--- src/rtl/rtcg_pkg.sv ---
// Package for the radio time code generator: service codes, pulse widths,
// pipeline payload type and the BCD digit helpers. No dependencies.
`timescale 1ns / 1ps

package rtcg_pkg;

    typedef enum logic [1:0] {
        SVC_DCF77 = 2'd0,
        SVC_JJY   = 2'd1,
        SVC_MSF   = 2'd2,
        SVC_WWVB  = 2'd3
    } t_service;

    localparam int unsigned FRAME_W  = 60;
    localparam int unsigned PULSE_W  = 10;
    localparam int unsigned LAST_SEC = 59;

    localparam logic [PULSE_W-1:0] PW_0   = 10'd0;
    localparam logic [PULSE_W-1:0] PW_100 = 10'd100;
    localparam logic [PULSE_W-1:0] PW_200 = 10'd200;
    localparam logic [PULSE_W-1:0] PW_500 = 10'd500;
    localparam logic [PULSE_W-1:0] PW_800 = 10'd800;

    // reciprocal constants: x*205>>11 == x/10 for x < 1024,
    // x*5243>>19 == x/100 for x < 43690
    localparam logic [7:0]  RECIP10     = 8'd205;
    localparam int unsigned RECIP10_SH  = 11;
    localparam logic [12:0] RECIP100    = 13'd5243;
    localparam int unsigned RECIP100_SH = 19;

    typedef struct packed {
        t_service    svc;
        logic [5:0]  minute;
        logic [4:0]  hour;
        logic [4:0]  day_of_month;
        logic [2:0]  day_of_week;
        logic [3:0]  month;
        logic [13:0] full_year;
        logic [8:0]  day_of_year;
        logic        dst_now;
        logic        dst_tomorrow;
        logic [5:0]  second;
    } t_item;

    // three BCD digits {hundreds, tens, ones} of a value below 1000
    function automatic logic [11:0] f_bcd3(input logic [9:0] v);
        logic [17:0] p1;
        logic [6:0]  t;
        logic [14:0] p2;
        logic [3:0]  h;
        logic [9:0]  ones;
        logic [6:0]  tens;
        p1   = v * RECIP10;
        t    = p1[RECIP10_SH +: 7];
        p2   = t * RECIP10;
        h    = p2[RECIP10_SH +: 4];
        ones = v - 10'(t) * 10'd10;
        tens = t - 7'(h) * 7'd10;
        return {h, tens[3:0], ones[3:0]};
    endfunction

    // same digits with a zero bit between them
    function automatic logic [13:0] f_bcd3_pad(input logic [9:0] v);
        logic [11:0] d;
        d = f_bcd3(v);
        return {d[11:8], 1'b0, d[7:4], 1'b0, d[3:0]};
    endfunction

endpackage

--- src/rtl/radio_time_code_generator_unit.sv ---
// Top level of the radio time code generator: four-stage pipeline that builds
// the 60-bit minute frame and the pulse width. Depends on rtcg_pkg.
`timescale 1ns / 1ps

// Usage
//   Request channel: drive the time fields and i_second with start high; a
//   request is taken at every rising edge with start high and busy low. busy
//   stays low, so one request can be taken in every cycle.
//   Result channel: o_done is high for exactly one cycle with o_pulse_ms and
//   o_frame_bits; the receiver cannot stall, results are simply presented.
//   A request passes through the stages year divide by 100, year digits and
//   leap flag, digit placement, and parity and pulse select before o_done.
//   Throughput is one result per cycle.
//   Config channel: i_cfg_valid / o_cfg_ready / i_cfg_data set the service
//   (0 DCF77, 1 JJY, 2 MSF, 3 WWVB); o_cfg_ready is always high. The service
//   is sampled with each request and travels with it.
//   Reset (synchronous, active low) empties the pipeline and selects DCF77.
module radio_time_code_generator_unit
    import rtcg_pkg::*;
(
    input  logic                i_clk,
    input  logic                i_rst_n,
    input  logic                start,
    output logic                busy,
    input  logic [5:0]          i_minute,
    input  logic [4:0]          i_hour,
    input  logic [4:0]          i_day_of_month,
    input  logic [2:0]          i_day_of_week,
    input  logic [3:0]          i_month,
    input  logic [13:0]         i_full_year,
    input  logic [8:0]          i_day_of_year,
    input  logic                i_dst_now,
    input  logic                i_dst_tomorrow,
    input  logic [5:0]          i_second,
    input  logic                i_cfg_valid,
    output logic                o_cfg_ready,
    input  logic [1:0]          i_cfg_data,
    output logic                o_done,
    output logic [PULSE_W-1:0]  o_pulse_ms,
    output logic [FRAME_W-1:0]  o_frame_bits
);

    t_service r_service;

    logic               r_s1_valid, r_s2_valid, r_s3_valid, r_done;
    t_item              r_s1_item, r_s2_item;
    logic [7:0]         r_s1_q;
    logic [6:0]         r_s2_yy;
    logic               r_s2_leap;
    t_service           r_s3_svc;
    logic [5:0]         r_s3_sec;
    logic [FRAME_W-1:0] r_s3_frame;
    logic [PULSE_W-1:0] r_pulse;
    logic [FRAME_W-1:0] r_frame;

    logic               n_accept;
    t_item              n_item;
    logic [26:0]        n_q_prod;
    logic [13:0]        n_yy_full;
    logic               n_leap;
    logic [FRAME_W-1:0] n_raw;
    logic [FRAME_W-1:0] n_frame;
    logic [PULSE_W-1:0] n_pulse;

    assign busy        = 1'b0;
    assign o_cfg_ready = 1'b1;
    assign n_accept    = start && !busy;

    always_ff @(posedge i_clk) begin
        if (!i_rst_n) begin
            r_service <= SVC_DCF77;
        end else if (i_cfg_valid && o_cfg_ready) begin
            r_service <= t_service'(i_cfg_data);
        end
    end

    // stage 1: year / 100
    always_comb begin
        n_item.svc          = r_service;
        n_item.minute       = i_minute;
        n_item.hour         = i_hour;
        n_item.day_of_month = i_day_of_month;
        n_item.day_of_week  = i_day_of_week;
        n_item.month        = i_month;
        n_item.full_year    = i_full_year;
        n_item.day_of_year  = i_day_of_year;
        n_item.dst_now      = i_dst_now;
        n_item.dst_tomorrow = i_dst_tomorrow;
        n_item.second       = i_second;
        n_q_prod            = i_full_year * RECIP100;
    end

    // stage 2: year mod 100 and Gregorian leap flag
    always_comb begin
        n_yy_full = r_s1_item.full_year - 14'(r_s1_q) * 14'd100;
        n_leap    = (r_s1_item.full_year[1:0] == 2'b00)
                    && ((n_yy_full != 14'd0) || (r_s1_q[1:0] == 2'b00));
    end

    // stage 3: digit placement per service
    always_comb begin
        logic [11:0] d_mi, d_hr, d_md, d_wd, d_wd7, d_mo, d_yy, d_yd;
        logic [13:0] p_mi, p_hr, p_yd, p_yy;
        d_mi  = f_bcd3(10'(r_s2_item.minute));
        d_hr  = f_bcd3(10'(r_s2_item.hour));
        d_md  = f_bcd3(10'(r_s2_item.day_of_month));
        d_wd  = f_bcd3(10'(r_s2_item.day_of_week));
        d_wd7 = (r_s2_item.day_of_week == 3'd0) ? 12'd7 : d_wd;
        d_mo  = f_bcd3(10'(r_s2_item.month));
        d_yy  = f_bcd3(10'(r_s2_yy));
        d_yd  = f_bcd3(10'(r_s2_item.day_of_year));
        p_mi  = f_bcd3_pad(10'(r_s2_item.minute));
        p_hr  = f_bcd3_pad(10'(r_s2_item.hour));
        p_yd  = f_bcd3_pad(10'(r_s2_item.day_of_year));
        p_yy  = f_bcd3_pad(10'(r_s2_yy));
        n_raw = '0;
        case (r_s2_item.svc)
            SVC_DCF77: begin
                n_raw = (FRAME_W'(r_s2_item.dst_now) << 17)
                      | (FRAME_W'(!r_s2_item.dst_now) << 18)
                      | (FRAME_W'(1) << 20)
                      | (FRAME_W'(d_mi) << 21)
                      | (FRAME_W'(d_hr) << 29)
                      | (FRAME_W'(d_md) << 36)
                      | (FRAME_W'(d_wd7) << 42)
                      | (FRAME_W'(d_mo) << 45)
                      | (FRAME_W'(d_yy) << 50);
            end
            SVC_JJY: begin
                n_raw = (FRAME_W'(p_mi) << 51)
                      | (FRAME_W'(p_hr) << 41)
                      | (FRAME_W'(p_yd) << 26)
                      | (FRAME_W'(d_yy) << 11)
                      | (FRAME_W'(d_wd) << 7);
            end
            SVC_MSF: begin
                n_raw = (FRAME_W'(d_yy) << 35)
                      | (FRAME_W'(d_mo) << 30)
                      | (FRAME_W'(d_md) << 24)
                      | (FRAME_W'(d_wd) << 21)
                      | (FRAME_W'(d_hr) << 15)
                      | (FRAME_W'(d_mi) << 8)
                      | (FRAME_W'(r_s2_item.dst_now) << 1);
            end
            SVC_WWVB: begin
                n_raw = (FRAME_W'(p_mi) << 51)
                      | (FRAME_W'(p_hr) << 41)
                      | (FRAME_W'(p_yd) << 26)
                      | (FRAME_W'(p_yy) << 6)
                      | (FRAME_W'(r_s2_leap) << 4)
                      | (FRAME_W'(r_s2_item.dst_tomorrow) << 2)
                      | (FRAME_W'(r_s2_item.dst_now) << 1);
            end
            default: n_raw = '0;
        endcase
    end

    // stage 4: parity bits and pulse width
    always_comb begin
        logic       sec_hi, marker, bit_v;
        logic [5:0] idx;
        n_frame = r_s3_frame;
        case (r_s3_svc)
            SVC_DCF77: begin
                n_frame[28] = n_frame[28] | (^r_s3_frame[27:21]);
                n_frame[35] = n_frame[35] | (^r_s3_frame[34:29]);
                n_frame[58] = n_frame[58] | (^r_s3_frame[57:36]);
            end
            SVC_JJY: begin
                n_frame[23] = n_frame[23] | (^r_s3_frame[47:41]);
                n_frame[22] = n_frame[22] | (^r_s3_frame[58:51]);
            end
            SVC_MSF: begin
                n_frame[5] = n_frame[5] | ~(^r_s3_frame[42:35]);
                n_frame[4] = n_frame[4] | ~(^r_s3_frame[34:24]);
                n_frame[3] = n_frame[3] | ~(^r_s3_frame[23:21]);
                n_frame[2] = n_frame[2] | ~(^r_s3_frame[20:8]);
            end
            default: n_frame = r_s3_frame;
        endcase

        sec_hi = r_s3_sec > 6'(LAST_SEC);
        marker = (r_s3_sec == 6'd0) || (r_s3_sec == 6'd9) || (r_s3_sec == 6'd19)
                 || (r_s3_sec == 6'd29) || (r_s3_sec == 6'd39)
                 || (r_s3_sec == 6'd49) || (r_s3_sec == 6'd59) || sec_hi;
        if (r_s3_svc == SVC_DCF77) begin
            idx = (r_s3_sec >= 6'(LAST_SEC)) ? 6'd0 : r_s3_sec;
        end else begin
            idx = sec_hi ? 6'd0 : 6'(LAST_SEC) - r_s3_sec;
        end
        bit_v = n_frame[idx];

        case (r_s3_svc)
            SVC_DCF77: begin
                if (r_s3_sec >= 6'(LAST_SEC)) n_pulse = PW_0;
                else n_pulse = bit_v ? PW_200 : PW_100;
            end
            SVC_JJY: begin
                if (marker) n_pulse = PW_200;
                else n_pulse = bit_v ? PW_500 : PW_800;
            end
            SVC_MSF: begin
                if (r_s3_sec == 6'd0 || sec_hi) begin
                    n_pulse = PW_500;
                end else begin
                    n_pulse = PW_100 + (bit_v ? PW_100 : PW_0)
                            + ((r_s3_sec > 6'd52 && r_s3_sec < 6'(LAST_SEC)) ? PW_100 : PW_0);
                end
            end
            SVC_WWVB: begin
                if (marker) n_pulse = PW_800;
                else n_pulse = bit_v ? PW_500 : PW_200;
            end
            default: n_pulse = PW_0;
        endcase
    end

    always_ff @(posedge i_clk) begin
        if (!i_rst_n) begin
            r_s1_valid <= 1'b0;
            r_s2_valid <= 1'b0;
            r_s3_valid <= 1'b0;
            r_done     <= 1'b0;
        end else begin
            r_s1_valid <= n_accept;
            r_s2_valid <= r_s1_valid;
            r_s3_valid <= r_s2_valid;
            r_done     <= r_s3_valid;
        end
    end

    always_ff @(posedge i_clk) begin
        r_s1_item  <= n_item;
        r_s1_q     <= n_q_prod[RECIP100_SH +: 8];
        r_s2_item  <= r_s1_item;
        r_s2_yy    <= n_yy_full[6:0];
        r_s2_leap  <= n_leap;
        r_s3_svc   <= r_s2_item.svc;
        r_s3_sec   <= r_s2_item.second;
        r_s3_frame <= n_raw;
        r_pulse    <= n_pulse;
        r_frame    <= n_frame;
    end

    assign o_done       = r_done;
    assign o_pulse_ms   = r_pulse;
    assign o_frame_bits = r_frame;

endmodule

--- config.mk ---
export PLATFORM = sky130hd
export DESIGN_NAME = radio_time_code_generator_unit
export DESIGN_NICKNAME = d
export VERILOG_FILES = /design/src/rtl/rtcg_pkg.sv /design/src/rtl/radio_time_code_generator_unit.sv
export SDC_FILE = /design/constraint.sdc
export NUM_CORES = 1
export LEC_CHECK = 0
export BUFFER_PORTS_ARGS = -buffer_cell sky130_fd_sc_hd__buf_2
export CAP_MARGIN = 10
export CORE_UTILIZATION = 55
export CTS_BUF_LIST = sky130_fd_sc_hd__clkbuf_2
export DETAILED_ROUTE_END_ITERATION = 8
export GPL_TIMING_DRIVEN = 0
export PLACE_DENSITY = 0.74
export SLEW_MARGIN = 20
export SYNTH_ARGS = -nofsm -noshare
export SYNTH_HDL_FRONTEND = slang
export SYNTH_SLANG_ARGS = --single-unit
--- constraint.sdc ---
create_clock -name i_clk -period 16.8 [get_ports i_clk]
set_input_delay 0.84 -clock i_clk [delete_from_list [all_inputs] [get_ports i_clk]]
set_output_delay 0.84 -clock i_clk [all_outputs]
set_load 0.03 [all_outputs]
==> results of run 1 <==
## logic make-up (layout without fill, tap and decap cells)
| logic type | after synthesis | in the layout | synth area share [%] |
|---|---|---|---|
| fa+ha+maj | 463 | 463 | 37.6 |
| buf+inv | 332 | 594 | 7.30 |
| simple gates | 275 | 275 | 8.15 |
| compound gates | 273 | 273 | 10.5 |
| flops | 250 | 250 | 28.5 |
| xor+xnor | 99 | 99 | 6.11 |
| mux | 27 | 27 | 1.81 |
| other cells | 2 | 7 | 0.0427 |
## per-layer routing
layer	track usage (%)	routed length (µm)
met1	27.8	15700
met2	41.9	18400
met3	4.15	2020
met4	8.17	1050
met5	0	0
## worst reg2reg max path, delay by kind of cell (launching register included)
family	cells	cell delay, ns
buffers and inverters	4	0.19
AOI/OAI and AO/OA	10	2.53
xor gates and xnor gates	5	1.21
and+or+nand+nor	3	0.49
adders and majority gates	10	3.95
DFF	1	0.45
## Yosys cell counts (24+ instances only)
| cell type | n | share of area, % |
|---|---|---|
| a21oi_1 | 50 | 1.4 |
| clkbuf_1 | 24 | 0.51 |
| dfxtp_1 | 250 | 28 |
| fa_1 | 110 | 13 |
| ha_1 | 353 | 25 |
| inv_1 | 294 | 6.3 |
| nand2_1 | 56 | 1.2 |
| nand3_1 | 26 | 0.74 |
| nor2_1 | 69 | 1.5 |
| o21ai_0 | 60 | 1.7 |
| xnor2_1 | 60 | 3.0 |
| xor2_1 | 24 | 1.2 |
## flip-flops by register name (all words and copies together) (netlist names)
name          cells
o_done            1
o_frame_bits     58
o_pulse_ms        8
r_s1_item        56
r_s1_q            8
r_s1_valid        1
r_s2_item        42
r_s2_leap         1
r_s2_valid        1
r_s2_yy           7
r_s3_frame       56
r_s3_sec          6
r_s3_svc          2
r_s3_valid        1
r_service         2
## stage by stage
stage	instance area, µm²	setup WS, ns	util (%)	cells	hold WS, ns
after CTS	19600	7.84	62.3	2387	0.00744
after floorplan	17600	8.82	-	1725	0.310
after global placement	18700	8.06	59.5	2253	0.310
after global routing	19600	7.32	62.4	2390	0.00990
final	19600	7.92	62.4	2390	0.0875
after detailed placement	18700	7.90	59.5	2253	0.312
## path summary, 6_finish.rpt
path | startpoint | end | cells after the start
worst max-delay path | r_s2_item[11] | r_s3_frame[34] | 32
worst max register to register | r_s2_item[11] | r_s3_frame[34] | 32
worst min register to register | r_s1_item[45] | r_s2_item[45] | 0
worst min-delay path | i_day_of_week[0] | r_s1_item[35] | 1
## cell type report
class	instances	area (µm²)	share of cell area [%]
diodes	1	2.50	0.0127
multi-input cells	1143	11300	57.6
clock inverters	19	143	0.726
repair buffers	161	981	4.99
clock buffers	82	410	2.09
flip-flops and latches	250	5000	25.5
plain buffers	38	180	0.917
inverters	294	1100	5.62
well taps	402	503	2.56
## repair_timing
action                                  CTS  global route
hold buffers                             33             2
gates resized for setup                   0             0
endpoints found under the setup margin    0             0
hold endpoints to repair                 33             2
==> metrics.md, run 1 <==
| Metric | Value |
|---|---|
| Synth Instances | 1721 |
| Core area | 31500 µm² |
| CTS H-tree lvls | 2 |
| First-pass GRT wire length | 61800 µm |
| Vias | 12700 |
| Final #Nets | 2470 |
| Crit-path max cell delay | 0.73 ns |
| Ys async rst share | 0% |
| Syn Area/Cell | 10.2 µm² |
| Critical Path End Type | flop |
| Largest net degree at the start of global routing | 19 |
| Tcrit/Tclk final | 52.9% |
| Status | completed |
| Die Span Y | 181 µm |
| Clk_skew | 0.120 ns |
| Remaining Overflow, GRT | 0 |
| Crit Path Class | reg2reg |
| Critical Path RT | 17.66 ns |
| Hold/Removal Path Class | in2reg |
| Slew margin rel. | 43.2% |
| CTS Buf Count | 59 |
| CP Buf/Inv Count | 4 |
| DRT iter0 DRCs | 878 |
| Detailed-route wire length per cell | 15.6 µm |
| Minimum clock period | 8.88 ns |
| # fillers | 2612 |
| GRT Total Usage | 23.3% |
| Crit-path slowest cell | a2111oi_0 |
| Initial antenna violation count | 1 |
| Top Family by Delay on Critical Path | adder cells |
| Total wire length | 37200 µm |
| Buffers on Ports | 126 |
| Arr. time, crit path | 9.75 ns |
| Most frequent cells in the layout | ha_1, inv_1, dfxtp_1 |
| Post-DP HPWL | 30000 µm |
| Die Wd | 181 µm |
| Reg2reg setup slack | 7.92 ns |
| Post-synth top flop | dfxtp_1 |
| Post-synth EDFFs | 0 |
| Placer Congestion | 0.974 |
| Max Cap Viol | 0 |
| IO Count | 133 |
| TritonCTS sink count | 250 |
| Worst Max-Slew Pin Slew | 0.850 ns |
| Postcts setup bufs | 0 |
| Most common cell after layout, fill and taps aside | ha_1 |
| Initial core utilization | 55.9% |
| Drt first pass iters | 7 |
| Cell variety after synth | 85 |
| Hold Fails Final Rpt | 0 |
| Fraction of layout cells with a size suffix above 1 | 13.8% |
| Max Slew Vio Count | 0 |
| CTS Root Cell | clkbuf_2 |
| TritonCTS clock tree | yes |
| Max clock buf depth | 3 |
| # rows | 65 |
| Routed Antenna Nets | 0 |
| Layout area overhead | 11.7% |
| RSZ-0062 raised after global routing | no |
| Vias in the first global route | 13100 |
| Via density per instance | 5.33 |
| CP Launch Type | flop |
| Worst skew pair latency | 0.97 ns |
| Clock-pin slew on the worst setup and hold paths | 0.10 ns |
| Max Clk Rate | 113 MHz |
| Worst-path maximum fanout | 6 |
| Sum Neg Setup Slack | 0 ns |
| Sequential share of the synthesized area | 28.5% |
| Seq cells post-synth | 250 |
| Area of the mapped netlist | 17600 µm² |
| Residual DRC | 0 |
| Final setup vio count | 0 |
| YS warnings | 0 |
| DIE AREA | 32700 µm² |
Power of run 1 is not shown: default switching activity piles up to over one toggle a cycle in this logic, so the estimate is an artifact.
==> run 2: changes to the inputs <==
- PLACE_DENSITY: 0.74 -> 0.77
- clock period: 16.8 -> 7.8 ns (I/O delays scaled with it)
==> run 2 against run 1 <==
Net effect: clock skew decreased by 0.031 ns; non-clock buffer count up 50; critical endpoint unchanged; first-iteration DRC count is 2.7% higher; critical path depth grew 2; routed wire length rose by 5.1%; core utilization rose by 2.5 points; fmax up 17%; highest routed layer unchanged; critical path type unchanged.
==> metrics.md, run 2 (synthesis gave the netlist of run 1 again) <==
| Metric | Value |
|---|---|
| Minimum clock period | 7.56 ns |
| Layout area overhead | 16.1% |
| Hold Fails Final Rpt | 0 |
| Die Wd | 181 µm |
| Vias | 13200 |
| Place WS | -0.785 ns |
| Arr. time, crit path | 8.40 ns |
| Via density per instance | 5.39 |
| Max clock buf depth | 3 |
| Placer Congestion | 0.969 |
| TritonCTS sink count | 250 |
| First-pass GRT wire length | 64500 µm |
| Worst setup margin | 0.238 ns |
| Routed Antenna Nets | 0 |
| Core area | 31500 µm² |
| Fin area | 20400 µm² |
| Clk_skew | 0.0891 ns |
| CTS H-tree lvls | 2 |
| Final setup vio count | 0 |
| Remaining Overflow, GRT | 0 |
| DIE AREA | 32700 µm² |
| Initial core utilization | 55.9% |
| Die Span Y | 181 µm |
| CP Launch Type | flop |
| Crit Path Class | reg2reg |
| Vias in the first global route | 13600 |
| Initial antenna violation count | 1 |
| Detailed-route wire length per cell | 16.0 µm |
| Status | completed |
| Crit-path slowest cell | fa_1 |
| Clock-pin slew on the worst setup and hold paths | 0.10 ns |
| Placed Area | 18700 µm² |
| TritonCTS clock tree | yes |
| Residual DRC | 0 |
| Most common cell after layout, fill and taps aside | ha_1 |
| Max Slew Vio Count | 0 |
| Final #Nets | 2518 |
| Total wire length | 39100 µm |
| CTS Root Cell | clkbuf_2 |
| Max reg flops | 58 |
| Critical Path End Type | flop |
| Max Cap Viol | 0 |
| IO Count | 133 |
| Buffers on Ports | 126 |
| Post-DP HPWL | 29900 µm |
| Most frequent cells in the layout | ha_1, inv_1, dfxtp_1 |
| RSZ-0062 raised after global routing | yes |
| Critical Path RT | 8.64 ns |
| Max Clk Rate | 132 MHz |
| Tcrit/Tclk final | 96.9% |
| Worst-path maximum fanout | 4 |
| # rows | 65 |
| Slew margin rel. | 42.4% |
| Hold/Removal Path Class | in2reg |
| Crit-path max cell delay | 0.55 ns |
| Top Family by Delay on Critical Path | adder cells |
| DRT iter0 DRCs | 902 |
| CP Buf/Inv Count | 6 |
| GRT Total Usage | 24.3% |
| # fillers | 2436 |
| Fraction of layout cells with a size suffix above 1 | 16.4% |
| Worst skew pair latency | 0.95 ns |
| Worst Max-Slew Pin Slew | 0.862 ns |
| Drt first pass iters | 6 |
| Largest net degree at the start of global routing | 19 |
| CTS Buf Count | 57 |
run 2: layout make-up:
| class | instances | area [µm²] | share of cell area [%] |
|---|---|---|---|
| multi-input cells | 1143 | 11600 | 56.7 |
| flip-flops and latches | 250 | 5030 | 24.6 |
| repair buffers | 212 | 1440 | 7.07 |
| inverters | 294 | 1100 | 5.41 |
| well taps | 402 | 503 | 2.46 |
| clock buffers | 74 | 370 | 1.81 |
| clock inverters | 26 | 208 | 1.02 |
| plain buffers | 37 | 176 | 0.864 |
| diodes | 1 | 2.50 | 0.0123 |
run 2: metrics by stage:
| stage | setup TNS (ns) | cells | hold WS (ns) | utilization, % |
|---|---|---|---|---|
| global route | -0.159 | 2439 | 0.0374 | 64.8 |
| finish | 0 | 2439 | 0.0867 | 64.8 |
| floorplan | 0 | 1725 | 0.310 | - |
| detailed placement | -1.12 | 2253 | 0.312 | 59.5 |
| CTS | -0.00155 | 2432 | 0.0164 | 64.4 |
| global placement | -0.863 | 2253 | 0.310 | 59.5 |
run 2: final timing paths:
check / start / endpoint / slack (ns) / cells past startpoint
worst min register to register: r_s1_item[14] / r_s2_item[14] / 0.32 / 0
worst max register to register: r_s2_item[9] / r_s3_frame[34] / 0.24 / 34
worst max-delay path: r_s2_item[9] / r_s3_frame[34] / 0.24 / 34
worst min-delay path: i_day_of_year[8] / r_s1_item[16] / 0.09 / 2
run 2: routing by layer:
layer | vias to the layer above | GRT usage (%) | routed length, µm
li1 | 6394 | - | -
met4 | 0 | 10.4 | 1430
met5 | - | 0 | 0
met2 | 458 | 43.1 | 19400
met1 | 6189 | 28.7 | 16000
met3 | 116 | 4.25 | 2240
run 2: worst reg2reg max path: cells and delay by family, from the launching register on:
family	cells	cell delay (ns)
adder cells (fa/ha/maj)	10	3.33
flip-flops	1	0.38
AND/OR/NAND/NOR	3	0.49
AO/OA/AOI/OAI	9	1.82
buffers and inverters	6	0.47
XOR/XNOR	6	0.97
run 2: what timing repair did:
item	in CTS	in global routing
hold buffers	67	0
pin swaps	32	14
setup buffers	13	6
hold endpoints to repair	60	0
gates resized for setup	34	18
endpoints found under the setup margin	3	6
Power of run 2 is left out for the same reason.
